## src/hdl/fhrd_pkg.sv

```systemverilog
// ----------------------------------------------------------------------------
// fhrd_pkg
// Types, constants and code tables of the fixed-Huffman run deflate block.
// ----------------------------------------------------------------------------
package fhrd_pkg;

   localparam int MAX_RUN     = 258;
   localparam int RUN_W       = 9;
   localparam int TOK_BITS_W  = 21;
   localparam int GRP_CNT_W   = 5;
   localparam int ACC_W       = 29;
   localparam int TOKEN_DEPTH = 4;
   localparam int OUT_DEPTH   = 2;

   typedef logic [7:0] byte_type;

   typedef enum logic [1:0] {
      TOK_LIT,
      TOK_MATCH,
      TOK_EOB
   } tok_kind_type;

   // One decided token: a literal byte, a length/distance pair or end of block.
   typedef struct packed {
      tok_kind_type     kind;
      logic [RUN_W-1:0] value;
      logic             far;
   } token_type;

   // Bits of one token in stream order, LSB first.
   typedef struct packed {
      logic [TOK_BITS_W-1:0] bits;
      logic [GRP_CNT_W-1:0]  count;
   } bit_group_type;

   localparam logic [8:0] LEN_BASE [29] = '{
      9'd3, 9'd4, 9'd5, 9'd6, 9'd7, 9'd8, 9'd9, 9'd10, 9'd11, 9'd13, 9'd15, 9'd17,
      9'd19, 9'd23, 9'd27, 9'd31, 9'd35, 9'd43, 9'd51, 9'd59, 9'd67, 9'd83, 9'd99,
      9'd115, 9'd131, 9'd163, 9'd195, 9'd227, 9'd258};
   localparam logic [2:0] LEN_EXTRA [29] = '{
      3'd0, 3'd0, 3'd0, 3'd0, 3'd0, 3'd0, 3'd0, 3'd0, 3'd1, 3'd1, 3'd1, 3'd1,
      3'd2, 3'd2, 3'd2, 3'd2, 3'd3, 3'd3, 3'd3, 3'd3, 3'd4, 3'd4, 3'd4, 3'd4,
      3'd5, 3'd5, 3'd5, 3'd5, 3'd0};

   localparam logic [4:0] DIST_FAR_BITS = 5'b11000;

   function automatic logic [4:0] len_code(input logic [8:0] len);
      logic [4:0] c;
      c = 5'd0;
      for (int i = 1; i < 29; i++) begin
         if (LEN_BASE[i] <= len) begin
            c = 5'(i);
         end
      end
      return c;
   endfunction

   // Huffman codes go out most significant bit first.
   function automatic logic [8:0] rev_code(input logic [8:0] code, input logic [3:0] n);
      logic [8:0] r;
      r = 9'd0;
      for (int i = 0; i < 9; i++) begin
         if (4'(i) < n) begin
            r[i] = code[4'(n - 4'd1 - 4'(i))];
         end
      end
      return r;
   endfunction

   function automatic bit_group_type encode(input token_type t, input logic add_header);
      bit_group_type g;
      logic [8:0]    code;
      logic [3:0]    nsym;
      logic [4:0]    lc;
      logic [8:0]    extra;
      logic [2:0]    nextra;
      code   = 9'd0;
      nsym   = 4'd7;
      lc     = 5'd0;
      extra  = 9'd0;
      nextra = 3'd0;
      g.bits  = '0;
      g.count = '0;
      case (t.kind)
         TOK_LIT: begin
            if (t.value < 9'd144) begin
               code = 9'h030 + t.value;
               nsym = 4'd8;
            end else begin
               code = 9'h190 + (t.value - 9'd144);
               nsym = 4'd9;
            end
            g.bits  = TOK_BITS_W'(rev_code(code, nsym));
            g.count = GRP_CNT_W'(nsym);
         end
         TOK_MATCH: begin
            lc = len_code(t.value);
            if (lc < 5'd23) begin
               code = 9'(lc) + 9'd1;
               nsym = 4'd7;
            end else begin
               code = 9'h0C0 + 9'(lc - 5'd23);
               nsym = 4'd8;
            end
            extra  = t.value - LEN_BASE[lc];
            nextra = LEN_EXTRA[lc];
            g.bits = TOK_BITS_W'(rev_code(code, nsym))
                   | (TOK_BITS_W'(extra) << nsym)
                   | (TOK_BITS_W'(t.far ? DIST_FAR_BITS : 5'd0) << (nsym + 4'(nextra)));
            g.count = GRP_CNT_W'(nsym) + GRP_CNT_W'(nextra) + GRP_CNT_W'(5);
         end
         TOK_EOB: begin
            g.bits  = '0;
            g.count = GRP_CNT_W'(7);
         end
         default: begin
            g.bits  = '0;
            g.count = '0;
         end
      endcase
      if (add_header) begin
         g.bits  = {g.bits[TOK_BITS_W-4:0], 3'b011};
         g.count = g.count + GRP_CNT_W'(3);
      end
      return g;
   endfunction

endpackage

```

## src/hdl/fhrd_fifo.sv

```systemverilog
// ----------------------------------------------------------------------------
// fhrd_fifo
// Small register queue with push/full and pop/empty sides.
// ----------------------------------------------------------------------------
module fhrd_fifo #(
   parameter int WIDTH = 8,
   parameter int DEPTH = 2
) (
   input  logic             clock,
   input  logic             reset,
   input  logic             push,
   input  logic [WIDTH-1:0] push_data,
   output logic             full,
   input  logic             pop,
   output logic [WIDTH-1:0] pop_data,
   output logic             empty
);
   localparam int PTR_W = (DEPTH > 1) ? $clog2(DEPTH) : 1;
   localparam int CNT_W = $clog2(DEPTH + 1);

   logic [WIDTH-1:0] mem_ff [DEPTH];
   logic [PTR_W-1:0] wr_ff, wr_in, rd_ff, rd_in;
   logic [CNT_W-1:0] cnt_ff, cnt_in;
   logic             do_push, do_pop;

   assign full     = (cnt_ff == CNT_W'(DEPTH));
   assign empty    = (cnt_ff == '0);
   assign pop_data = mem_ff[rd_ff];
   assign do_push  = push && !full;
   assign do_pop   = pop && !empty;

   always_comb begin
      wr_in  = wr_ff;
      rd_in  = rd_ff;
      cnt_in = cnt_ff;
      if (do_push) begin
         wr_in = (wr_ff == PTR_W'(DEPTH - 1)) ? '0 : wr_ff + PTR_W'(1);
      end
      if (do_pop) begin
         rd_in = (rd_ff == PTR_W'(DEPTH - 1)) ? '0 : rd_ff + PTR_W'(1);
      end
      if (do_push && !do_pop) begin
         cnt_in = cnt_ff + CNT_W'(1);
      end else if (do_pop && !do_push) begin
         cnt_in = cnt_ff - CNT_W'(1);
      end
   end

   always_ff @(posedge clock) begin
      if (reset) begin
         wr_ff  <= '0;
         rd_ff  <= '0;
         cnt_ff <= '0;
      end else begin
         wr_ff  <= wr_in;
         rd_ff  <= rd_in;
         cnt_ff <= cnt_in;
      end
      if (do_push) begin
         mem_ff[wr_ff] <= push_data;
      end
   end

endmodule

```

## src/hdl/fhrd_front.sv

```systemverilog
// ----------------------------------------------------------------------------
// fhrd_front
// Keeps the byte window and run lengths and decides one token per cycle while the token queue has room.
// ----------------------------------------------------------------------------
module fhrd_front (
   input  logic                clock,
   input  logic                reset,
   input  logic                req_push,
   output logic                req_full,
   input  fhrd_pkg::byte_type  req_data_byte,
   input  logic                req_is_final,
   output logic                tok_push,
   output fhrd_pkg::token_type tok_data,
   input  logic                tok_full
);
   import fhrd_pkg::*;

   typedef struct packed {
      byte_type [3:0]   pend;
      byte_type [3:0]   hist;
      logic [2:0]       hc;
      logic [RUN_W-1:0] pc;
      logic [RUN_W-1:0] rn;
      logic [RUN_W-1:0] rf;
   } win_state_type;

   win_state_type st_ff, st_in, shifted, cs;
   logic          fin_ff, loop_ff, loop_in, cf, do_step;
   logic          en1, en4, go, tok_valid;
   logic [RUN_W-1:0] best, span;
   logic          best_far;
   logic [3:0]    hc_sum;
   token_type     tok;

   function automatic byte_type win(input win_state_type s, input logic [2:0] k);
      return k[2] ? s.hist[k[1:0]] : s.pend[k[1:0]];
   endfunction

   function automatic logic alive(input win_state_type s);
      logic an, af;
      an = (s.hc >= 3'd1) && (s.rn == s.pc) && (s.rn < RUN_W'(MAX_RUN));
      af = (s.hc >= 3'd4) && (s.rf == s.pc) && (s.rf < RUN_W'(MAX_RUN));
      return an || af;
   endfunction

   // Run length from the cursor at distance d; the cursor lies within the window.
   function automatic logic [RUN_W-1:0] measure(input win_state_type s, input logic [2:0] d);
      logic [RUN_W-1:0] r;
      logic             chain;
      logic [2:0]       idx;
      r     = '0;
      chain = (s.hc >= d);
      for (int i = 0; i < 8; i++) begin
         idx = s.pc[2:0] - 3'd1 - 3'(i);
         if (chain && (RUN_W'(i) < s.pc) && (win(s, idx) == win(s, idx + d))) begin
            r = RUN_W'(i + 1);
         end else begin
            chain = 1'b0;
         end
      end
      return r;
   endfunction

   // Window and runs after taking in a new byte.
   always_comb begin
      span         = st_ff.pc;
      shifted      = st_ff;
      shifted.hist = {st_ff.hist[2:0], st_ff.pend[3]};
      shifted.pend = {st_ff.pend[2:0], req_data_byte};
      if ((st_ff.hc >= 3'd1) && (st_ff.rn == span) && (st_ff.rn < RUN_W'(MAX_RUN))
          && (req_data_byte == st_ff.pend[0])) begin
         shifted.rn = st_ff.rn + RUN_W'(1);
      end
      if ((st_ff.hc >= 3'd4) && (st_ff.rf == span) && (st_ff.rf < RUN_W'(MAX_RUN))
          && (req_data_byte == st_ff.pend[3])) begin
         shifted.rf = st_ff.rf + RUN_W'(1);
      end
      shifted.pc = (span == RUN_W'(MAX_RUN)) ? RUN_W'(MAX_RUN) : span + RUN_W'(1);
   end

   // One token decision on the current state.
   always_comb begin
      cs  = loop_ff ? st_ff : shifted;
      cf  = loop_ff ? fin_ff : req_is_final;
      en1 = (cs.hc >= 3'd1);
      en4 = (cs.hc >= 3'd4);
      go  = (cs.pc != '0) && (cf || !alive(cs));
      best     = '0;
      best_far = 1'b0;
      if (en1 && (cs.rn > best)) begin
         best = cs.rn;
      end
      if (en4 && (cs.rf > best)) begin
         best     = cs.rf;
         best_far = 1'b1;
      end
      st_in      = cs;
      tok.kind   = TOK_EOB;
      tok.value  = '0;
      tok.far    = 1'b0;
      tok_valid  = 1'b0;
      hc_sum     = '0;
      if (go) begin
         tok_valid = 1'b1;
         if (best < RUN_W'(3)) begin
            tok.kind  = TOK_LIT;
            tok.value = {1'b0, win(cs, cs.pc[2:0] - 3'd1)};
            st_in.pc  = cs.pc - RUN_W'(1);
            st_in.hc  = (cs.hc == 3'd4) ? 3'd4 : cs.hc + 3'd1;
            st_in.rn  = (en1 && (cs.rn != '0)) ? cs.rn - RUN_W'(1) : measure(st_in, 3'd1);
            st_in.rf  = (en4 && (cs.rf != '0)) ? cs.rf - RUN_W'(1) : measure(st_in, 3'd4);
         end else begin
            tok.kind  = TOK_MATCH;
            tok.value = best;
            tok.far   = best_far;
            st_in.pc  = (best < cs.pc) ? cs.pc - best : '0;
            hc_sum    = {1'b0, cs.hc} + {1'b0, best[2:0]};
            st_in.hc  = ((best >= RUN_W'(4)) || (hc_sum > 4'd4)) ? 3'd4 : hc_sum[2:0];
            st_in.rn  = measure(st_in, 3'd1);
            st_in.rf  = measure(st_in, 3'd4);
         end
      end else if (cf) begin
         tok_valid = 1'b1;
         tok.kind  = TOK_EOB;
         st_in.hc  = '0;
         st_in.pc  = '0;
         st_in.rn  = '0;
         st_in.rf  = '0;
      end
      loop_in = tok_valid && (tok.kind != TOK_EOB)
              && (cf || ((st_in.pc != '0) && !alive(st_in)));
   end

   assign do_step  = !tok_full && (loop_ff || req_push);
   assign req_full = loop_ff || tok_full;
   assign tok_push = do_step && tok_valid;
   assign tok_data = tok;

   always_ff @(posedge clock) begin
      if (reset) begin
         st_ff.hc <= '0;
         st_ff.pc <= '0;
         st_ff.rn <= '0;
         st_ff.rf <= '0;
         fin_ff   <= 1'b0;
         loop_ff  <= 1'b0;
      end else if (do_step) begin
         st_ff.hc <= st_in.hc;
         st_ff.pc <= st_in.pc;
         st_ff.rn <= st_in.rn;
         st_ff.rf <= st_in.rf;
         fin_ff   <= cf;
         loop_ff  <= loop_in;
      end
      if (do_step) begin
         st_ff.pend <= st_in.pend;
         st_ff.hist <= st_in.hist;
      end
   end

endmodule

```

## src/hdl/fhrd_back.sv

```systemverilog
// ----------------------------------------------------------------------------
// fhrd_back
// Turns tokens into fixed Huffman bits and packs them into bytes.
// ----------------------------------------------------------------------------
module fhrd_back (
   input  logic                clock,
   input  logic                reset,
   input  logic                tok_empty,
   input  fhrd_pkg::token_type tok_data,
   output logic                tok_pop,
   output logic                out_push,
   output logic [8:0]          out_data,
   input  logic                out_full
);
   import fhrd_pkg::*;

   logic [ACC_W-1:0]     acc_ff, acc_in, acc_mid;
   logic [GRP_CNT_W-1:0] cnt_ff, cnt_in, cnt_mid;
   logic                 hdr_ff, hdr_in, final_ff, final_in, final_mid;
   logic                 emit, eos, absorb;
   bit_group_type        grp;

   always_comb begin
      eos  = final_ff && (cnt_ff <= GRP_CNT_W'(8));
      emit = !out_full && ((cnt_ff >= GRP_CNT_W'(8)) || (final_ff && (cnt_ff != '0)));
      acc_mid   = acc_ff;
      cnt_mid   = cnt_ff;
      final_mid = final_ff;
      if (emit) begin
         if (eos) begin
            acc_mid   = '0;
            cnt_mid   = '0;
            final_mid = 1'b0;
         end else begin
            acc_mid = acc_ff >> 8;
            cnt_mid = cnt_ff - GRP_CNT_W'(8);
         end
      end
      grp    = encode(tok_data, !hdr_ff);
      absorb = !tok_empty && !final_ff && (cnt_mid < GRP_CNT_W'(8));
      acc_in   = acc_mid;
      cnt_in   = cnt_mid;
      hdr_in   = hdr_ff;
      final_in = final_mid;
      if (absorb) begin
         acc_in = acc_mid | (ACC_W'(grp.bits) << cnt_mid);
         cnt_in = cnt_mid + grp.count;
         if (tok_data.kind == TOK_EOB) begin
            hdr_in   = 1'b0;
            final_in = 1'b1;
         end else begin
            hdr_in = 1'b1;
         end
      end
   end

   assign tok_pop  = absorb;
   assign out_push = emit;
   assign out_data = {eos, acc_ff[7:0]};

   always_ff @(posedge clock) begin
      if (reset) begin
         acc_ff   <= '0;
         cnt_ff   <= '0;
         hdr_ff   <= 1'b0;
         final_ff <= 1'b0;
      end else begin
         acc_ff   <= acc_in;
         cnt_ff   <= cnt_in;
         hdr_ff   <= hdr_in;
         final_ff <= final_in;
      end
   end

endmodule

```

## src/hdl/fixed_huffman_run_deflate.sv

```systemverilog
// After the transaction that closes a token is accepted, its first packed byte passes the
// token queue, the packer's accumulator and the output queue. Throughput: one input byte per
// cycle while the token queue has room and the byte's token is decided at once; a byte that
// needs more decisions (a broken run, the stream end) holds the input until they are made.
// The packer sends at most one byte per cycle, so output bandwidth bounds sustained rate.
// Reset is synchronous and active high; it empties both queues and starts a new stream.
// ----------------------------------------------------------------------------
// fixed_huffman_run_deflate
// Byte stream to one final fixed-Huffman deflate block using runs at distance 1 and 4.
// ----------------------------------------------------------------------------
module fixed_huffman_run_deflate #(
   parameter int TOKEN_DEPTH = fhrd_pkg::TOKEN_DEPTH,
   parameter int OUT_DEPTH   = fhrd_pkg::OUT_DEPTH
) (
   input  logic               clock,
   input  logic               reset,
   input  logic               req_push,
   output logic               req_full,
   input  fhrd_pkg::byte_type req_data_byte,
   input  logic               req_is_final,
   output logic               rsp_empty,
   input  logic               rsp_pop,
   output fhrd_pkg::byte_type rsp_packed_byte,
   output logic               rsp_end_of_stream
);
   import fhrd_pkg::*;

   // The front end owns the eight-byte window and the two run counters. Each
   // transaction on the request side either extends a live run (no token yet)
   // or lets the front end decide a literal, a match or the end-of-block code.
   token_type tq_push_data, tq_pop_data;
   logic      tq_push, tq_full, tq_pop, tq_empty;

   // Packed bytes and their end-of-stream flag travel together.
   logic [8:0] oq_push_data, oq_pop_data;
   logic       oq_push, oq_full;

   fhrd_front u_front (
      .clock         (clock),
      .reset         (reset),
      .req_push      (req_push),
      .req_full      (req_full),
      .req_data_byte (req_data_byte),
      .req_is_final  (req_is_final),
      .tok_push      (tq_push),
      .tok_data      (tq_push_data),
      .tok_full      (tq_full)
   );

   // The token queue decouples the decision logic from the bit packer, so a
   // long match that expands into several bytes does not stall new input.
   fhrd_fifo #(
      .WIDTH ($bits(token_type)),
      .DEPTH (TOKEN_DEPTH)
   ) u_token_q (
      .clock     (clock),
      .reset     (reset),
      .push      (tq_push),
      .push_data (tq_push_data),
      .full      (tq_full),
      .pop       (tq_pop),
      .pop_data  (tq_pop_data),
      .empty     (tq_empty)
   );

   // The back end prepends the block header to the first token of a stream,
   // packs the bits into bytes LSB first and pads the last byte with zeros.
   fhrd_back u_back (
      .clock     (clock),
      .reset     (reset),
      .tok_empty (tq_empty),
      .tok_data  (tq_pop_data),
      .tok_pop   (tq_pop),
      .out_push  (oq_push),
      .out_data  (oq_push_data),
      .out_full  (oq_full)
   );

   // The output queue lets the packer keep going while a byte waits to be taken.
   fhrd_fifo #(
      .WIDTH (9),
      .DEPTH (OUT_DEPTH)
   ) u_out_q (
      .clock     (clock),
      .reset     (reset),
      .push      (oq_push),
      .push_data (oq_push_data),
      .full      (oq_full),
      .pop       (rsp_pop),
      .pop_data  (oq_pop_data),
      .empty     (rsp_empty)
   );

   assign rsp_packed_byte   = oq_pop_data[7:0];
   assign rsp_end_of_stream = oq_pop_data[8];

endmodule

```

## config.mk

```make
export PLATFORM = sky130hd
export DESIGN_NAME = fixed_huffman_run_deflate
export DESIGN_NICKNAME = d
export VERILOG_FILES = /design/src/hdl/fhrd_pkg.sv /design/src/hdl/fhrd_fifo.sv /design/src/hdl/fhrd_front.sv /design/src/hdl/fhrd_back.sv /design/src/hdl/fixed_huffman_run_deflate.sv
export SDC_FILE = /design/constraint.sdc
export NUM_CORES = 1
export LEC_CHECK = 0
export BUFFER_PORTS_ARGS = -buffer_cell sky130_fd_sc_hd__buf_2
export CAP_MARGIN = 20
export CELL_PAD_IN_SITES_DETAIL_PLACEMENT = 0
export CELL_PAD_IN_SITES_GLOBAL_PLACEMENT = 1
export CORE_MARGIN = 2
export CORE_UTILIZATION = 46
export CTS_CLUSTER_DIAMETER = 40
export DETAILED_ROUTE_END_ITERATION = 16
export PLACE_DENSITY_LB_ADDON = 0.12
export RECOVER_POWER = 50
export SLEW_MARGIN = 40
export SYNTH_ARGS = -nofsm -noshare
export SYNTH_HDL_FRONTEND = slang
export SYNTH_SLANG_ARGS = --single-unit
```

## constraint.sdc

```tcl
create_clock -name clock -period 10.45 [get_ports clock]
set_clock_uncertainty 0.2 [all_clocks]
set_input_delay 0 -clock clock [delete_from_list [all_inputs] [get_ports clock]]
set_output_delay 0 -clock clock [all_outputs]
set_load 0.02 [all_outputs]
```

# After elaboration in Yosys (flattened, before gate mapping)
# Memory sizes are Yosys's and may differ from the RTL's. A register that Yosys moved wholly into a read port is not among the register bits.
# Index checks and enable logic that the tools add are counted.
[word_totals]
ff_bits = 143
ram_bits = 66
romBits = 384
inputBits = 13
out_inout_bits = 11
elab_cells = 985
mem_count = 4
[memory_table]
columns = ["name", "words", "word_bits", "read_ports", "rd_ports_with_merged_regs", "write_ports", "line", "rtl"]
rows = [
  ["(name not given)", 32, 9, 1, 0, 0, "fhrd_pkg.sv:105", "extra = t.value - LEN_BASE[lc];"],
  ["(name not given)", 32, 3, 1, 0, 0, "fhrd_pkg.sv:106", "nextra = LEN_EXTRA[lc];"],
  ["u_token_q.mem_ff", 4, 12, 1, 1, 1, "fhrd_fifo.sv:21", "logic [WIDTH-1:0] mem_ff [DEPTH];"],
  ["u_out_q.mem_ff", 2, 9, 1, 1, 1, "fhrd_fifo.sv:21", ""],
]
[classes]
n_addsub = 97
n_lt_le_gt_ge = 157
n_eq_ne = 49
shift = 3
muxes = 517
n_bitwise = 4
reduce_logical = 130
[op_table]
columns = ["op", "n"]
rows = [
  ["binary-select mux 8 bit (select 2 bit)", 98],
  ["2-to-1 mux 8 bit", 147],
  ["equality test 8 bit", 34],
  ["2-to-1 mux 1 bit", 153],
  ["less-than comparator 2 x 3 -> 1 bit, second input constant", 49],
  ["2-to-1 mux 9 bit", 14],
  ["logical AND 1 bit", 101],
  ["2-to-1 mux 94 bit", 1],
  ["less-than comparator 4 x 5 -> 1 bit, second input constant", 18],
  ["2-to-1 mux 30 bit", 3],
  ["2-to-1 mux 5 bit", 18],
  ["2-to-1 mux 3 bit", 26],
  ["case mux 26 bit (3 select lines)", 1],
  ["binary-select mux 1 bit (select 4 bit)", 18],
  ["less-than comparator 3 x 9 -> 1 bit, first input constant", 8],
  ["2-to-1 mux 4 bit", 15],
  ["2-to-1 mux 29 bit", 2],
  ["adder 3 x 1 -> 3 bit, second input constant", 18],
  ["equality test 9 bit", 6],
  ["<= comparator 4 x 9 -> 1 bit, first input constant", 6],
  ["less-than comparator 9 bit, second input constant", 6],
  ["adder 3 bit, second input constant", 16],
  ["<= comparator 5 x 9 -> 1 bit, first input constant", 5],
  ["<= comparator 3 x 9 -> 1 bit, first input constant", 4],
  ["73 further kinds", 190],
]

# Depth between registers and ports, before layout
[depth]
ltp_word = 67
depth_mapped = 51
mapped_depth_nobuf = 41

# Cells and area by module
# A second synthesis with hierarchy kept.
[hier_totals]
cells_unflattened = 3973
hier_area_um2 = 32532.5
[modules_own_cells]
columns = ["module", "n_inst", "cells_each", "area_each_um2", "seq_area_each_um2"]
rows = [
  ["fhrd_front", 1, 3064, 24188.2, 2562.5],
  ["fhrd_back", 1, 744, 5261.3, 720.7],
  ["fhrd_fifo (u_token_q)", 1, 112, 2218.4, 1621.6],
  ["fhrd_fifo (u_out_q)", 1, 53, 864.6, 640.6],
]

# Worst setup path before layout
# Ideal clock, no wire load.
[synth_path]
path_type = "flip-flop to flip-flop"
from = "reg u_front.st_ff, in the netlist u_front.shifted[28]"
to = "reg u_front.loop_ff"
setup_time_ns = 0.120
arrival_time_ns = 10.406
required_ns = 10.130
setup_slack_ns = -0.276
stages_incl_launch_ff = 50
n_path_buf = 11
synth_period_minus_slack_ns = 10.726
cell_sequence = "dfxtp_1 inv_1 ha_1 nor4_1 nor4_1 and4_1 buf_4 buf_4 a21boi_0 nor2_1 ha_1 or3b_1 clkbuf_2 nor4_1 nor2_1 o21ai_0 ha_1 a21oi_1 [... 14 more ...] buf_2 clkbuf_1 clkbuf_1 ha_1 inv_1 buf_1 clkbuf_1 mux4_2 xnor2_1 nand4_1 nor4_1 and4_1 inv_1 nor2_1 o21ai_0 a211oi_1 mux2_2 o31a_1"
[synth_via]
elab_chain_len = 67
elab_cells_between_ends = 427
cone_classes = "29 x add/sub; 28 x order compare; 22 x eq/ne; 252 x mux; 96 x reduce/logical"
[synth_rtl]
columns = ["item", "line", "rtl"]
rows = [
  ["from (decl)", "fhrd_front.sv:27", "win_state_type st_ff, st_in, shifted, cs;"],
  ["greater-or-equal comparator 3 x 1 -> 1 bit", "fhrd_front.sv:70", "if ((st_ff.hc >= 3'd1) && (st_ff.rn == span) && (st_ff.rn < RUN_W'(MAX_RUN))"],
  ["logical AND 1 bit (2 in a row)", "fhrd_front.sv:70", ""],
  ["logical AND 1 bit", "fhrd_front.sv:71", "&& (req_data_byte == st_ff.pend[0])) begin"],
  ["2-to-1 mux 9 bit", "fhrd_front.sv:70", ""],
  ["2-to-1 mux 94 bit (*)", "fhrd_front.sv:83", "cs = loop_ff ? st_ff : shifted;"],
  ["parallel branches: the longest is 60 deep, another holds > comparator 9 x 1 -> 1 bit", "-", ""],
  ["logical AND 1 bit (*)", "fhrd_front.sv:131", "&& (cf || ((st_in.pc != '0) && !alive(st_in)));"],
  ["to (signal assigned)", "fhrd_front.sv:153", "loop_ff <= loop_in;"],
  ["to (decl)", "fhrd_front.sv:28", "logic fin_ff, loop_ff, loop_in, cf, do_step;"],
]
# Every way passes the cells marked *. The select of a mux whose other input is x is not followed.
# A chain may end at the register's enable or synchronous reset.

# Worst setup path in the final report
[layout_path]
from = "reg u_front.st_ff, in the netlist u_front.shifted[71]"
to = "reg u_front.loop_ff"
[layout_via]
elab_chain_len = 65
elab_cells_between_ends = 492
cone_classes = "27 x add/sub; 21 x order compare; 37 x eq/ne; 322 x mux; 85 x reduce/logical"
[layout_rtl]
columns = ["item", "line"]
rows = [
  ["equality test 8 bit", "fhrd_front.sv:71"],
  ["logical AND 1 bit", "fhrd_front.sv:71"],
  ["2-to-1 mux 9 bit", "fhrd_front.sv:70"],
  ["2-to-1 mux 94 bit (*)", "fhrd_front.sv:83"],
  ["parallel branches: the longest is 60 deep, another holds > comparator 9 x 1 -> 1 bit", "-"],
  ["logical AND 1 bit (*)", "fhrd_front.sv:131"],
]
# Marked as above.

==> results list <==
- Transition time at the pin with the least slew margin: ~3.8 ns
- Shortest period the worst path allows: ~10 ns
- Startpoint of the lowest-slack hold path: req_data_byte[6]
* RSZ-0062 raised after global routing: no
- Counting flops with an async set or reset pin after synthesis yields a share of 0%.
* Final std cell area, no fill: 0.0328 mm2
- Entering global routing, the biggest net connects between 150 and 200 pins.
* Global placer's final weighted congestion: a little over 1
- The synthesized netlist contains about 120 unique library cells.
- Overall via count from detail_route: 31.2k
* Cts bufs inserted: 46
- Highest fanout seen on the critical path: 13
- Across the run, the number of max-cap violations was 4.
- Maximum number of buffers from clock root to sink: 3
- Number of I/O pins: 24
* Final setup violation count: 0
- Wires add up to 131 mm.
- Initial antenna violation count: 3
* Syn Nets: 3834
- After floorplanning, the core was divided into slightly above 90 placement rows.
- Main flop type after synthesis: sky130_fd_sc_hd__edfxtp_1
- Critical path data required time: around 11 ns
- Cells with a size suffix above 1 make up 14.1% of the layout.
* Wire per inst: between 20 and 30 um
* Worst-path cell with the longest stage delay: sky130_fd_sc_hd__a21oi_1
- Crit share post-route: 96.2%
- In this run the horizontal extent of the chip is between 200 and 300 um.
- From synthesis to final layout, the design area changed by 10.7%.
* Postcts setup bufs: 0
* Core Region: between 0.06 and 0.07 mm2
* Crit path buf inv count: 5
* Detailed router's first-iteration violation count: roughly 4.3k
- Failing checks: capacitance limit, slew limit
- Counting flops with a built-in enable in the synthesized netlist gives 130.
* Worst setup path class: reg -> reg
- Clock-pin slew on the worst setup and hold paths: 0.05 ns
- The number of antenna diodes in the final layout is 0.
* Tightest Hold Check Type: in -> reg
- Die extent in y: approximately 260 um
- A synthesized cell averages just under 8 um2.
- For this configuration, the core starts out at a cell density of 46.3%.
- The worst pin sits at a relative slew slack of -151%.
- In this run, synthesis produced a sequential element count of 212.
- Status: finished with violations
- For the worst-skew pair, the clock arrives at the later sink with an insertion delay of between 0.5 and 0.6 ns.
* Max stage delay on crit path: about 0.67 ns
- At the end of the flow, the number of nets in the layout was 3803.
* Gate count of the mapped netlist: ~3.7k
* Setup total negative slack: 0 ns
- The die covers 0.0666 mm2.
- The worst setup path is launched from a flop.
* Fraction of the yosys area taken by sequential cells: between 10% and 20%
* Launch point of the critical path: u_front.shifted[71]
- Total number of H-tree levels: 2
- The first global-routing pass estimated slightly below 200 mm of wire.
- Number of placed instances, taps included: between 4k and 5k
- Cell class contributing the biggest share of worst-path delay: compound AO/OA/AOI/OAI gates
- Yosys printed 0 warnings.
* Worst r2r src: u_front.shifted[71]
- The max-slew violation count is between 150 and 200.
* Routed vias/inst: just under 7
- The hold violation total from the final report was 0.
* Post-route antenna net violation count: 0
- HPWL Detailed: ~100 mm
- Clock tree synthesis found a total of about 210 sinks.
* F_max: approximately 100 MHz
- Netlist area before placement: between 0.02 and 0.03 mm2
- Filler-free cell count of the finished design: ~4.6k
- Grt ovf: 0
* CP most frequent cell: sky130_fd_sc_hd__buf_4
- After detailed routing, the number of remaining DRC violations is 0.
* I/O Buffers: 23
- Critical path data arrival time: just over 10 ns
- The number of global-route vias before repair is around 30k.
- The first detailed-routing pass ran for 6 iterations.
- Area after DPL: roughly 0.031 mm2
* Clock tree from TritonCTS: built
* Overall global routing resource usage: 38.1%
- Master cell of the clock root buffer: sky130_fd_sc_hd__clkbuf_16
* Worst Setup End Kind: flop
## worst paths after layout
path	endpoint	slack [ns]	cells past startpoint
worst max register to register	u_front.loop_ff	0.40	38
worst min register to register	u_back.acc_ff[22]	0.26	2
worst max-delay path	u_front.loop_ff	0.40	38
worst min-delay path	u_front.shifted[76]	0.08	4
## state kept, by name, summed over array words and instances (netlist names), named ones only
signal	count
u_back.acc_ff	29
u_back.cnt_ff	5
u_back.final_ff	1
u_back.hdr_ff	1
u_front.fin_ff	1
u_front.loop_ff	1
u_front.shifted	59
u_front.span	9
u_front.st_ff	26
u_out_q.cnt_ff	2
u_out_q.mem_ff	18
u_out_q.rd_ff	1
u_out_q.wr_ff	1
u_token_q.cnt_ff	3
u_token_q.mem_ff	48
u_token_q.rd_ff	2
u_token_q.wr_ff	2
## metrics by stage
stage	util (%)	setup slack (ns)	hold slack, ns
2_1_floorplan	-	0.0720	0.0320
3_3_place_gp	48.5	-0.568	0.227
3_5_place_dp	48.6	-0.156	0.236
4_1_cts	51.1	0.177	0.0237
5_1_grt	51.2	0.0553	0.0764
6_report	51.2	0.400	0.0841
## layout by cell type, fill, tap and decap left out, types with 24 or more instances in the layout
| cell | netlist | final |
|---|---|---|
| sky130_fd_sc_hd__a211oi_1 | 68 | 68 |
| sky130_fd_sc_hd__a21boi_0 | 27 | 25 |
| sky130_fd_sc_hd__a21oi_1 | 287 | 285 |
| sky130_fd_sc_hd__a31oi_1 | 64 | 63 |
| sky130_fd_sc_hd__and3_1 | 59 | 59 |
| sky130_fd_sc_hd__buf_4 | 14 | 180 |
| sky130_fd_sc_hd__clkbuf_16 | 0 | 46 |
| sky130_fd_sc_hd__dfxtp_1 | 82 | 80 |
| sky130_fd_sc_hd__edfxtp_1 | 130 | 130 |
| sky130_fd_sc_hd__ha_1 | 82 | 80 |
| sky130_fd_sc_hd__inv_1 | 161 | 160 |
| sky130_fd_sc_hd__mux2_2 | 41 | 38 |
| sky130_fd_sc_hd__mux2i_1 | 289 | 286 |
| sky130_fd_sc_hd__mux4_2 | 84 | 84 |
| sky130_fd_sc_hd__nand2_1 | 315 | 314 |
| sky130_fd_sc_hd__nand2b_1 | 47 | 47 |
| sky130_fd_sc_hd__nand3_1 | 109 | 108 |
| sky130_fd_sc_hd__nand4_1 | 45 | 45 |
| sky130_fd_sc_hd__nor2_1 | 285 | 281 |
| sky130_fd_sc_hd__nor3_1 | 115 | 114 |
| sky130_fd_sc_hd__nor4_1 | 49 | 43 |
| sky130_fd_sc_hd__o211ai_1 | 40 | 40 |
| sky130_fd_sc_hd__o21ai_0 | 170 | 168 |
| sky130_fd_sc_hd__o21ai_1 | 22 | 24 |
| sky130_fd_sc_hd__o22ai_1 | 27 | 27 |
| sky130_fd_sc_hd__xnor2_1 | 191 | 189 |
| sky130_fd_sc_hd__xor2_1 | 143 | 142 |
## layer usage
layer	vias to the layer above	wire (um)	GRT usage [%]
met4	2	8350	20.8
li1	13800	-	-
met3	404	12500	6.98
met2	1955	59200	61.1
met1	15100	50500	48.5
met5	-	10	0
## logic make-up after synthesis
family	Yosys count	share of synthesized area, %
adder cells (fa/ha/maj)	90	4.00
AND/OR/NAND/NOR	1209	20.3
AO/OA/AOI/OAI	987	22.1
buffers and inverters	476	6.75
flip-flops	212	18.7
multiplexers	414	17.7
XOR/XNOR	343	10.5
## synth_stat cells, drive strengths merged, types with 15 or more instances
| cell type | count | share of area [%] |
|---|---|---|
| a31o | 15 | 0.44 |
| o221ai | 18 | 0.53 |
| a21o | 15 | 0.38 |
| nand2b | 48 | 1.0 |
| nor3 | 118 | 2.0 |
| and2 | 32 | 0.68 |
| a32oi | 15 | 0.44 |
| a221oi | 17 | 0.50 |
| a311o | 16 | 0.54 |
| o211ai | 42 | 1.1 |
| xor2 | 144 | 4.3 |
| nor4 | 51 | 1.1 |
| a21oi | 291 | 5.0 |
| o31ai | 20 | 0.57 |
| nand2 | 318 | 4.0 |
| or3 | 22 | 0.46 |
| nand3 | 109 | 1.8 |
| and3 | 59 | 1.2 |
| mux2i | 289 | 9.7 |
| a21boi | 29 | 0.73 |
| dfxtp | 82 | 5.5 |
| or2 | 23 | 0.48 |
| buf | 137 | 2.5 |
| o21ai | 195 | 3.4 |
| and4 | 17 | 0.50 |
| nand4 | 46 | 0.99 |
| nor2 | 290 | 3.8 |
| a211oi | 68 | 1.7 |
| a22oi | 23 | 0.60 |
| mux4 | 84 | 6.4 |
| nor2b | 23 | 0.48 |
| ha | 82 | 3.5 |
| edfxtp | 130 | 13 |
| clkbuf | 168 | 2.1 |
| o22ai | 29 | 0.65 |
| a31oi | 67 | 1.5 |
| mux2 | 41 | 1.6 |
| xnor2 | 192 | 5.7 |
| inv | 166 | 2.1 |
## what timing repair did
action,in CTS,in global routing
endpoints found under the setup margin,1,4
resized for setup,2,18
hold buffers,7,0
endpoints found under the hold margin,25,0
pin swaps,0,1
## layout make-up
cell class,count,area [um2]
Multi-Input combinational cell,3043,22300
Sequential cell,212,5550
Clock inverter,40,415
Fill cell,6183,31300
Tap cell,855,1070
Timing Repair Buffer,226,1690
Inverter,171,643
Clock buffer,46,1150
## worst register-to-register path, delay by kind of cell (launching register included)
family | cells | cell delay, ns
DFF | 1 | 0.49
and+or+nand+nor | 13 | 2.88
adders and majority gates | 3 | 0.84
buffers and inverters | 5 | 1.05
AOI/OAI and AO/OA | 14 | 3.84
xor gates and xnor gates | 3 | 0.64
Power is not shown: default switching activity piles up to over one toggle a cycle in this logic, so the estimate is an artifact.
